<file path="src/design/tvv_pkg.sv">
// ----------------------------------------------------------------------------
// tvv_pkg
// Shared types, codes and constants of the typed value validator.
// ----------------------------------------------------------------------------
package tvv_pkg;

    localparam int TVV_WORD_BITS = 64;

    localparam logic [2:0] VT_STRING   = 3'd0;
    localparam logic [2:0] VT_BOOLEAN  = 3'd1;
    localparam logic [2:0] VT_UNSIGNED = 3'd2;
    localparam logic [2:0] VT_SIGNED   = 3'd3;

    localparam logic [1:0] PH_START  = 2'd0;
    localparam logic [1:0] PH_SPACE  = 2'd1;
    localparam logic [1:0] PH_SIGN   = 2'd2;
    localparam logic [1:0] PH_DIGITS = 2'd3;

    localparam logic [1:0] BF_NONE  = 2'd0;
    localparam logic [1:0] BF_TRUE  = 2'd1;
    localparam logic [1:0] BF_FALSE = 2'd2;

    localparam logic [2:0] BYTE_CNT_MAX = 3'd6;
    localparam logic [2:0] TRUE_LEN     = 3'd4;
    localparam logic [2:0] FALSE_LEN    = 3'd5;

    typedef struct packed {
        logic [2:0] vtype;
        logic [1:0] phase;
        logic       overflowed;
        logic       is_negative;
        logic       saw_digit;
        logic       saw_minus;
        logic       match_true;
        logic       match_false;
        logic [2:0] byte_count;
        logic       already_bad;
    } t_scan_ctl;

    localparam t_scan_ctl SCAN_CLEAR = '{
        vtype:       VT_STRING,
        phase:       PH_START,
        overflowed:  1'b0,
        is_negative: 1'b0,
        saw_digit:   1'b0,
        saw_minus:   1'b0,
        match_true:  1'b1,
        match_false: 1'b1,
        byte_count:  3'd0,
        already_bad: 1'b0
    };

    typedef struct packed {
        logic       done;
        logic       status;
        logic [1:0] form;
    } t_verdict;

    function automatic logic [7:0] true_char(input logic [2:0] idx);
        logic [7:0] c;
        unique case (idx)
            3'd0:    c = 8'h74;
            3'd1:    c = 8'h72;
            3'd2:    c = 8'h75;
            3'd3:    c = 8'h65;
            default: c = 8'h00;
        endcase
        return c;
    endfunction

    function automatic logic [7:0] false_char(input logic [2:0] idx);
        logic [7:0] c;
        unique case (idx)
            3'd0:    c = 8'h66;
            3'd1:    c = 8'h61;
            3'd2:    c = 8'h6c;
            3'd3:    c = 8'h73;
            3'd4:    c = 8'h65;
            default: c = 8'h00;
        endcase
        return c;
    endfunction

endpackage

</file>
<file path="src/design/tvv_step.sv">
// ----------------------------------------------------------------------------
// tvv_step
// Per-transaction next-state and verdict logic of the value scanner.
// ----------------------------------------------------------------------------
module tvv_step import tvv_pkg::*; #(
    parameter int WORD_BITS = TVV_WORD_BITS
) (
    input  t_scan_ctl              i_ctl,
    input  logic [WORD_BITS-1:0]   i_mag,
    input  logic [2:0]             i_value_type,
    input  logic                   i_nil_value,
    input  logic                   i_has_byte,
    input  logic [7:0]             i_data_byte,
    input  logic                   i_last_byte,
    output t_scan_ctl              o_ctl,
    output logic [WORD_BITS-1:0]   o_mag,
    output t_verdict               o_verdict
);

    localparam int PW = WORD_BITS + 4;

    logic [2:0]           eff_type;
    logic [7:0]           low;
    logic                 is_digit;
    logic                 is_space;
    logic [WORD_BITS-1:0] lim;
    logic [PW-1:0]        mag_ext;
    logic [PW-1:0]        prod;
    logic                 over;
    logic                 take_digit;
    t_scan_ctl            s;
    logic [WORD_BITS-1:0] m;

    assign eff_type = (i_ctl.phase == PH_START) ? i_value_type : i_ctl.vtype;
    assign low      = (i_data_byte >= 8'h41 && i_data_byte <= 8'h5a)
                      ? (i_data_byte + 8'd32) : i_data_byte;
    assign is_digit = (i_data_byte >= 8'h30 && i_data_byte <= 8'h39);
    assign is_space = (i_data_byte == 8'h20)
                      || (i_data_byte >= 8'h09 && i_data_byte <= 8'h0d);

    always_comb begin
        if (eff_type == VT_UNSIGNED) begin
            lim = '1;
        end else if (i_ctl.is_negative) begin
            lim = {1'b1, {(WORD_BITS-1){1'b0}}};
        end else begin
            lim = {1'b0, {(WORD_BITS-1){1'b1}}};
        end
    end

    assign mag_ext = {4'd0, i_mag};
    assign prod    = (mag_ext << 3) + (mag_ext << 1) + {{(PW-4){1'b0}}, i_data_byte[3:0]};
    assign over    = prod > {4'd0, lim};

    always_comb begin
        s          = i_ctl;
        m          = i_mag;
        take_digit = 1'b0;
        o_verdict  = '{done: 1'b0, status: 1'b1, form: BF_NONE};

        if (s.phase == PH_START) begin
            s.vtype = i_value_type;
            s.phase = PH_SPACE;
        end

        if (i_has_byte) begin
            if (s.byte_count >= TRUE_LEN || low != true_char(s.byte_count)) begin
                s.match_true = 1'b0;
            end
            if (s.byte_count >= FALSE_LEN || low != false_char(s.byte_count)) begin
                s.match_false = 1'b0;
            end
            if (s.byte_count < BYTE_CNT_MAX) begin
                s.byte_count = s.byte_count + 3'd1;
            end
            if (!s.already_bad) begin
                if (s.phase == PH_SPACE) begin
                    priority if (is_space) begin
                        s.phase = PH_SPACE;
                    end else if (i_data_byte == 8'h2b) begin
                        s.phase = PH_SIGN;
                    end else if (i_data_byte == 8'h2d) begin
                        s.saw_minus   = 1'b1;
                        s.is_negative = 1'b1;
                        s.phase       = PH_SIGN;
                    end else if (is_digit) begin
                        take_digit = 1'b1;
                    end else begin
                        s.already_bad = 1'b1;
                    end
                end else if (is_digit) begin
                    take_digit = 1'b1;
                end else begin
                    s.already_bad = 1'b1;
                end
                if (take_digit) begin
                    s.saw_digit = 1'b1;
                    s.phase     = PH_DIGITS;
                    if (!s.overflowed) begin
                        if (over) begin
                            s.overflowed = 1'b1;
                        end else begin
                            m = prod[WORD_BITS-1:0];
                        end
                    end
                end
            end
        end

        if (i_last_byte) begin
            o_verdict.done = 1'b1;
            unique case (s.vtype)
                VT_STRING: begin
                    o_verdict.status = 1'b0;
                end
                VT_BOOLEAN: begin
                    if (s.match_true && s.byte_count == TRUE_LEN) begin
                        o_verdict.status = 1'b0;
                        o_verdict.form   = BF_TRUE;
                    end else if (s.match_false && s.byte_count == FALSE_LEN) begin
                        o_verdict.status = 1'b0;
                        o_verdict.form   = BF_FALSE;
                    end
                end
                VT_UNSIGNED: begin
                    if (!s.already_bad && s.saw_digit && !s.overflowed && !s.saw_minus) begin
                        o_verdict.status = 1'b0;
                    end
                end
                VT_SIGNED: begin
                    if (!s.already_bad && s.saw_digit && !s.overflowed) begin
                        o_verdict.status = 1'b0;
                    end
                end
                default: begin
                    o_verdict.status = 1'b1;
                end
            endcase
            s = SCAN_CLEAR;
            m = '0;
        end

        if (i_nil_value) begin
            if (i_last_byte) begin
                o_verdict = '{done: 1'b1, status: 1'b0, form: BF_NONE};
                s         = SCAN_CLEAR;
                m         = '0;
            end else begin
                o_verdict = '{done: 1'b0, status: 1'b1, form: BF_NONE};
                s         = i_ctl;
                m         = i_mag;
            end
        end

        o_ctl = s;
        o_mag = m;
    end

endmodule

</file>
<file path="src/design/typed_value_validator.sv">
// ----------------------------------------------------------------------------
// typed_value_validator
// Checks a byte-stream value against its declared type, one verdict per value.
// ----------------------------------------------------------------------------
// channel   dir  tdata                          tuser                   tlast
// s_axis    in   [7:0] data_byte                [2:0] value_type,       last_byte
//                                               [3] nil_value,
//                                               [4] has_byte
// m_axis    out  [0] status, [2:1] boolean_form -                       -
//
// One transaction per cycle while no verdict is stalled; a byte is scanned in
// the cycle after it is taken, and a value's verdict is registered as its last byte advances.
// The per-byte multiply-by-ten, add and limit compare set the cycle path.
// Reset is synchronous, active low, and clears all scan state.
// A stalled verdict holds the next last byte in the input register, and with
// it the slave side; bytes ahead of that one keep flowing.
// ----------------------------------------------------------------------------
module typed_value_validator import tvv_pkg::*; #(
    parameter int WORD_BITS = TVV_WORD_BITS
) (
    input  logic       i_clk,
    input  logic       i_rst_n,
    input  logic       s_axis_tvalid,
    output logic       s_axis_tready,
    input  logic [7:0] s_axis_tdata,   // [7:0] data_byte
    input  logic [4:0] s_axis_tuser,   // [2:0] value_type, [3] nil_value, [4] has_byte
    input  logic       s_axis_tlast,
    output logic       m_axis_tvalid,
    input  logic       m_axis_tready,
    output logic [7:0] m_axis_tdata    // [0] status, [2:1] boolean_form, [7:3] zero
);

    logic                 r_in_valid;
    logic [2:0]           r_in_type;
    logic                 r_in_nil;
    logic                 r_in_hb;
    logic [7:0]           r_in_byte;
    logic                 r_in_last;
    t_scan_ctl            r_ctl;
    logic [WORD_BITS-1:0] r_mag;
    logic                 r_out_valid;
    logic                 r_out_status;
    logic [1:0]           r_out_form;

    t_scan_ctl            n_ctl;
    logic [WORD_BITS-1:0] n_mag;
    t_verdict             verdict;
    logic                 advance;

    tvv_step #(
        .WORD_BITS (WORD_BITS)
    ) u_step (
        .i_ctl        (r_ctl),
        .i_mag        (r_mag),
        .i_value_type (r_in_type),
        .i_nil_value  (r_in_nil),
        .i_has_byte   (r_in_hb),
        .i_data_byte  (r_in_byte),
        .i_last_byte  (r_in_last),
        .o_ctl        (n_ctl),
        .o_mag        (n_mag),
        .o_verdict    (verdict)
    );

    assign advance       = r_in_valid && (!verdict.done || !r_out_valid || m_axis_tready);
    assign s_axis_tready = !r_in_valid || advance;

    assign m_axis_tvalid = r_out_valid;
    assign m_axis_tdata  = {5'd0, r_out_form, r_out_status};

    always_ff @(posedge i_clk) begin
        if (!i_rst_n) begin
            r_in_valid  <= 1'b0;
            r_out_valid <= 1'b0;
            r_ctl       <= SCAN_CLEAR;
            r_mag       <= '0;
        end else begin
            if (s_axis_tready) begin
                r_in_valid <= s_axis_tvalid;
            end
            if (advance) begin
                r_ctl <= n_ctl;
                r_mag <= n_mag;
            end
            if (advance && verdict.done) begin
                r_out_valid <= 1'b1;
            end else if (m_axis_tready) begin
                r_out_valid <= 1'b0;
            end
        end
    end

    always_ff @(posedge i_clk) begin
        if (s_axis_tready && s_axis_tvalid) begin
            r_in_type <= s_axis_tuser[2:0];
            r_in_nil  <= s_axis_tuser[3];
            r_in_hb   <= s_axis_tuser[4];
            r_in_byte <= s_axis_tdata;
            r_in_last <= s_axis_tlast;
        end
        if (advance && verdict.done) begin
            r_out_status <= verdict.status;
            r_out_form   <= verdict.form;
        end
    end

endmodule
</file>
<file path="config.mk">
export PLATFORM = sky130hd
export DESIGN_NAME = typed_value_validator
export DESIGN_NICKNAME = d
export VERILOG_FILES = /design/src/design/tvv_pkg.sv /design/src/design/tvv_step.sv /design/src/design/typed_value_validator.sv
export SDC_FILE = /design/constraint.sdc
export NUM_CORES = 1
export LEC_CHECK = 0
export ABC_AREA = 1
export BUFFER_PORTS_ARGS = -buffer_cell sky130_fd_sc_hd__buf_2
export CAP_MARGIN = 25
export CORE_ASPECT_RATIO = 0.6
export CORE_MARGIN = 1.5
export CORE_UTILIZATION = 59
export DETAILED_ROUTE_END_ITERATION = 8
export GPL_TIMING_DRIVEN = 0
export PLACE_DENSITY = 0.79
export SYNTH_ARGS = -nofsm -noshare
export SYNTH_HDL_FRONTEND = slang
export SYNTH_SLANG_ARGS = --single-unit
</file>
<file path="constraint.sdc">
create_clock -name i_clk -period 4.58 [get_ports i_clk]
set_clock_uncertainty 0.2 [all_clocks]
set_input_delay 0.458 -clock i_clk [delete_from_list [all_inputs] [get_ports i_clk]]
set_output_delay 0.458 -clock i_clk [all_outputs]
set_load 0.005 [all_outputs]
</file>
==> impl_metrics.env, run 1 <==
export IMPL_p_leak_nw=7.90
export IMPL_drv_slew=0
export IMPL_layout_commonest_cell="nand2_1"
export IMPL_status="finished with violations"
export IMPL_worst_pin_slew_ps=946
export IMPL_core_area_um2=20100
export IMPL_synth_cells=2002
export IMPL_crit_path_top_delay_cell="fa_2"
export IMPL_first_global_vias=12200
export IMPL_fin_ws_ps=-579
export IMPL_power_density_nw_per_um2=168
export IMPL_port_buffers=21
export IMPL_gp_congestion=1.06
export IMPL_final_net_count=2323
export IMPL_synth_edff_count=17
export IMPL_finalSetupViolCount=66
export IMPL_ys_seq_area_share_pct=17.6
export IMPL_rows=40
export IMPL_cts_inserted_buffers=9
export IMPL_crit_buf_inv=5
export IMPL_wl_mm=41.4
export IMPL_fillers=1664
export IMPL_grt_pass1_wl_mm=62.8
export IMPL_syn_area_per_cell_um2=6.06
export IMPL_drive_gt1_share_pct=16.8
export IMPL_crit_family="adder cells"
export IMPL_grt_max_degree=52
export IMPL_cp_required_ps=4650
export IMPL_crit_arrival_ps=5230
export IMPL_irDropWorstVdd_v=0.000229
export IMPL_vias=13600
export IMPL_multi_input_area_um2=9850
export IMPL_avgViaCountPerCell=5.71
export IMPL_synth_flop_cell="dfxtp_1"
export IMPL_fin_setup_tns_ps=-33580
export IMPL_synth_distinct_cells=47
export IMPL_ant_nets=0
export IMPL_clk_pin_slew_ps=80
export IMPL_synth_seq_cells=98
export IMPL_dieArea_um2=21500
export IMPL_power_mw=2.47
export IMPL_clockBufferDepth=2
export IMPL_antenna_found_initial=1
export IMPL_cap_violations=0
export IMPL_io_pins=28
export IMPL_syn_area_um2=12100
export IMPL_cts_sinks=98
export IMPL_cts_tree="built"
export IMPL_drtIter0Drc=1409
export IMPL_antenna_cells=0
export IMPL_fmax_ghz=0.194
export IMPL_postCtsHoldBufs=0
export IMPL_grt_overflow=0
export IMPL_worst_setup_path_end_kind="register"
export IMPL_track_usage_pct=37.3
export IMPL_fin_crit_ps=5160
export IMPL_drc=0
export IMPL_rsz0062_at_grt="true"
export IMPL_place_hpwl_mm=31.1
export IMPL_mostFrequentLayoutCells="nand2_1, inv_1, nor2_1"
export IMPL_ys_warnings_count=0
export IMPL_finalCritPeriodShare_pct=113
export IMPL_regArea_um2=2140
export IMPL_insertion_delay_ps=380
export IMPL_synth_async_sr_flop_share_pct=0
export IMPL_ctsRootBufferMaster="clkbuf_16"
export IMPL_finalHoldViolCount=0
export IMPL_wl_per_cell_um=17.4
export IMPL_dieHeight_um=114
export IMPL_die_width_um=188
export IMPL_start_kind="register"
export IMPL_setup_worst_path_class="reg2reg"
export IMPL_slew_limit_headroom_pct=36.5
export IMPL_htreeDepth=3
export IMPL_violations="negative setup slack"
export IMPL_synthToLayoutAreaGrowth_pct=21.3
export IMPL_min_path_type="in2reg"
export IMPL_initial_core_util_pct=60.5
export IMPL_max_stage_delay_ps=580
export IMPL_crit_fanout=7
export IMPL_drt_pass1_iterations=7
[stage by stage]
step	area [um^2]	hold WS, ps	utilization (%)	instances	setup slack (ps)
6_report	14700	46.4	73.4	2383	-579
5_1_grt	14700	36.6	73.4	2383	-836
4_1_cts	14000	39.6	69.8	2372	-357
3_5_place_dp	12600	259	63.0	2302	-1160
3_3_place_gp	12600	252	62.9	2300	-1230
2_1_floorplan	12200	238	-	2006	1.67
[final cells by class]
type | count | share of cell area [%]
Multi-Input combinational cell | 1589 | 66.9
Sequential cell | 98 | 14.5
Inverter | 276 | 7.04
Timing Repair Buffer | 88 | 4.89
Tap cell | 273 | 2.32
Buffer | 43 | 2.16
Clock buffer | 9 | 1.53
Clock inverter | 7 | 0.637
[cells by family after synthesis]
kind of cell               count (synthesis)  share of synthesized area [%]
xor gates and xnor gates                  52                           3.75
muxes                                      2                          0.165
AOI/OAI and AO/OA                        231                           10.4
DFF                                       98                           17.6
and+or+nand+nor                         1099                           36.9
other                                      1                         0.0309
adders and majority gates                200                           20.7
buffers and inverters                    319                           10.4
[power breakdown]
| group | internal (mW) | leakage [nW] | switching, mW | total, mW |
|---|---|---|---|---|
| registers | 0.911 | 0.827 | 0.0352 | 0.946 |
| logic | 0.259 | 6.92 | 0.408 | 0.667 |
| clock network | 0.441 | 0.153 | 0.415 | 0.856 |
| total | 1.61 | 7.90 | 0.859 | 2.47 |
[cells in the mapped netlist (4+ instances only)]
master | instances | area [um^2]
ha_1 | 198 | 2480
nand3_1 | 136 | 681
nand2_2 | 6 | 37.5
buf_2 | 16 | 80.1
clkbuf_1 | 17 | 63.8
a21o_1 | 6 | 45.0
xor2_1 | 38 | 333
o21a_1 | 4 | 30.0
edfxtp_1 | 17 | 510
xnor2_1 | 14 | 123
nor2_2 | 4 | 25.0
buf_4 | 7 | 52.6
nor3_1 | 24 | 120
o21bai_1 | 16 | 120
nand4_1 | 11 | 68.8
and2_1 | 8 | 50.1
o21ai_0 | 52 | 260
nand2_1 | 649 | 2440
nor4_1 | 9 | 56.3
and3_1 | 5 | 31.3
a21oi_1 | 137 | 686
inv_1 | 272 | 1020
or2_2 | 6 | 37.5
nor2_1 | 233 | 875
dfxtp_1 | 81 | 1620
[sequential cells by signal (all words and copies together) (netlist names)]
signal / count
r_mag: 64
r_ctl: 15
r_in_byte: 8
r_in_type: 3
r_out_form: 2
m_axis_tvalid: 1
r_in_hb: 1
r_in_last: 1
r_in_nil: 1
r_in_valid: 1
r_out_status: 1
[what timing repair did]
item,CTS,global route
setup endpoints to repair,66,66
resized for setup,144,146
setup buffers,52,9
pin swaps,43,48
gates cloned,2,2
[per-layer routing]
layer,GRT usage [%],share of wire (%)
met4,9.28,2.0
met3,10.8,12
met5,0,0.046
met2,53.4,40
met1,54.5,46
[final timing paths]
| check | startpoint | endpoint | slack (ps) | depth (start not counted) |
|---|---|---|---|---|
| worst max-delay path | r_in_byte[3]$_DFFE_PP_ | r_mag[38]$_SDFFE_PN0P_ | -580 | 30 |
| worst min register to register | r_ctl[6]$_SDFFE_PN0P_ | r_ctl[6]$_SDFFE_PN0P_ | 280 | 2 |
| worst min-delay path | s_axis_tdata[1] | r_in_byte[1]$_DFFE_PP_ | 50 | 1 |
| worst max register to register | r_in_byte[3]$_DFFE_PP_ | r_mag[38]$_SDFFE_PN0P_ | -580 | 30 |
Power figures use the tool's default switching activity.
==> run 2, diff against run 1 <==
--- a/config.mk
+++ b/config.mk
@@ -8,12 +8,14 @@
 export ABC_AREA = 1
 export BUFFER_PORTS_ARGS = -buffer_cell sky130_fd_sc_hd__buf_2
 export CAP_MARGIN = 25
+export CELL_PAD_IN_SITES_DETAIL_PLACEMENT = 0
+export CELL_PAD_IN_SITES_GLOBAL_PLACEMENT = 1
 export CORE_ASPECT_RATIO = 0.6
 export CORE_MARGIN = 1.5
-export CORE_UTILIZATION = 59
+export CORE_UTILIZATION = 42
 export DETAILED_ROUTE_END_ITERATION = 8
 export GPL_TIMING_DRIVEN = 0
-export PLACE_DENSITY = 0.79
+export PLACE_DENSITY_LB_ADDON = 0.1
 export SYNTH_ARGS = -nofsm -noshare
 export SYNTH_HDL_FRONTEND = slang
 export SYNTH_SLANG_ARGS = --single-unit
==> constraint.sdc (replaced) <==
create_clock -name i_clk -period 4.58 [get_ports i_clk]
set_clock_uncertainty 0.2 [all_clocks]
set_input_delay 0.458 -clock i_clk [delete_from_list [all_inputs] [get_ports i_clk]]
set_output_delay 0.458 -clock i_clk [all_outputs]
set_load 0.02 [all_outputs]
==> run 2 against run 1 <==
  * The flow still finishes with violations (negative setup slack)
  * First-iteration DRC count fell by 37%
  * Combinational power fell by 3.4%
  * Power fell by 0.26%
  * Clock power rose by 2%
==> impl_metrics.env, run 2 (synthesized netlist as in run 1, its figures left out) <==
export IMPL_drtIter0Drc=894
export IMPL_rsz0062_at_grt="true"
export IMPL_routed_wl_met3_mm=2.87
export IMPL_grt_pass1_wl_mm=65.1
export IMPL_clockBufferDepth=2
export IMPL_irDropWorstVdd_v=0.000136
export IMPL_finalCritPeriodShare_pct=111
export IMPL_placedCellCount=2395
export IMPL_dieHeight_um=135
export IMPL_drive_gt1_share_pct=15.2
export IMPL_die_width_um=222
export IMPL_place_hpwl_mm=33.1
export IMPL_dp_slack_ps=-1770
export IMPL_slew_limit_headroom_pct=25.0
export IMPL_routedLengthMet1_mm=22.4
export IMPL_largest_reg_flops=64
export IMPL_layoutNonFillerInstCount=2466
export IMPL_max_stage_delay_ps=580
export IMPL_placed_area_um2=12800
export IMPL_fin_setup_tns_ps=-29090
export IMPL_track_usage_pct=28.0
export IMPL_wl_met2_mm=15.8
export IMPL_port_buffers=21
export IMPL_ff2ff_setup_slack_ps=-500
export IMPL_crit_fanout=7
export IMPL_ctsRootBufferMaster="clkbuf_16"
export IMPL_htreeDepth=3
export IMPL_worst_setup_path_end_kind="register"
export IMPL_dieArea_um2=30000
export IMPL_power_density_nw_per_um2=168
export IMPL_initial_core_util_pct=43.4
export IMPL_crit_top_cell="nand2_1"
export IMPL_final_util_pct=52.4
export IMPL_cp_required_ps=4640
export IMPL_fin_ws_ps=-502
export IMPL_p_leak_nw=7.89
export IMPL_io_pins=28
export IMPL_avgViaCountPerCell=5.23
export IMPL_fin_hold_ws_ps=39.5
export IMPL_core_area_um2=28000
export IMPL_first_global_vias=11800
export IMPL_wl_mm=41.6
export IMPL_crit_path_top_delay_cell="fa_2"
export IMPL_clk_pin_slew_ps=80
export IMPL_mostFrequentLayoutCells="nand2_1, inv_1, nor2_1"
export IMPL_min_path_type="in2reg"
export IMPL_top_register="r_mag"
export IMPL_stdcell_area_um2=14700
export IMPL_crit_arrival_ps=5150
export IMPL_finalSetupViolCount=66
export IMPL_ant_nets=0
export IMPL_rows=47
export IMPL_drv_slew=0
export IMPL_cts_inserted_buffers=9
export IMPL_start_kind="register"
export IMPL_synthToLayoutAreaGrowth_pct=20.8
export IMPL_top_layer="met4"
export IMPL_layout_commonest_cell="nand2_1"
export IMPL_fmax_ghz=0.197
export IMPL_top_regs="r_mag x64, r_ctl x15, r_in_byte x8"
export IMPL_grt_overflow=0
export IMPL_grt_max_degree=49
export IMPL_fin_crit_ps=5080
export IMPL_vias=12900
export IMPL_drc=0
export IMPL_insertion_delay_ps=390
export IMPL_setup_worst_path_class="reg2reg"
export IMPL_cts_tree="built"
export IMPL_power_mw=2.46
export IMPL_gp_congestion=0.997
export IMPL_worst_pin_slew_ps=1130
export IMPL_cap_violations=0
export IMPL_cts_sinks=98
export IMPL_antenna_found_initial=0
export IMPL_fillers=2930
export IMPL_wl_per_cell_um=16.9
export IMPL_final_net_count=2312
export IMPL_status="finished with violations"
export IMPL_antenna_cells=0
export IMPL_drt_pass1_iterations=6
export IMPL_finalHoldViolCount=0
export IMPL_violations="negative setup slack"
-- run 2: final timing paths --
kind,start,endpoint,depth (start not counted)
max,r_in_byte[3]$_DFFE_PP_,r_mag[2]$_SDFFE_PN0P_,36
min,s_axis_tlast,r_in_last$_DFFE_PP_,1
max reg2reg,r_in_byte[3]$_DFFE_PP_,r_mag[2]$_SDFFE_PN0P_,36
min reg2reg,r_ctl[13]$_SDFFE_PN0P_,r_ctl[13]$_SDFFE_PN0P_,2
-- run 2: critical path: cells and delay by family, from the launching register on --
| family | cells | cell delay (ps) |
|---|---|---|
| buffers and inverters | 5 | 510 |
| and+or+nand+nor | 25 | 2130 |
| xor gates and xnor gates | 1 | 160 |
| adders and majority gates | 3 | 1220 |
| AOI/OAI and AO/OA | 2 | 210 |
| DFF | 1 | 470 |
-- run 2: metal layers --
metal | vias to the layer above | global-route usage [%]
met2 | 321 | 38.3
met3 | 28 | 5.98
met5 | - | 0
met4 | 0 | 5.90
met1 | 5975 | 43.7
li1 | 6582 | -
-- run 2: what timing repair did --
item,CTS,global route
cloned,2,1
pin swaps,39,45
setup endpoints to repair,66,66
buffers inserted,44,8
resized for setup,138,113
hold buffers,0,0
-- run 2: where the power goes --
group          switching (mW)  total [mW]  internal, mW  leakage, nW
clock network           0.431       0.873         0.442        0.154
logic                   0.397       0.644         0.247         6.91
registers              0.0353       0.946         0.911        0.827
-- run 2: cell type report --
class | instances | area (um^2) | share of cell area (%)
multi-input combinational | 1589 | 9760 | 66.5
inverter | 276 | 1040 | 7.08
sequential | 98 | 2140 | 14.6
clock inverter | 7 | 96.3 | 0.657
tap | 367 | 459 | 3.13
clock buffer | 9 | 225 | 1.54
buffer | 43 | 305 | 2.08
timing repair buffer | 77 | 649 | 4.43
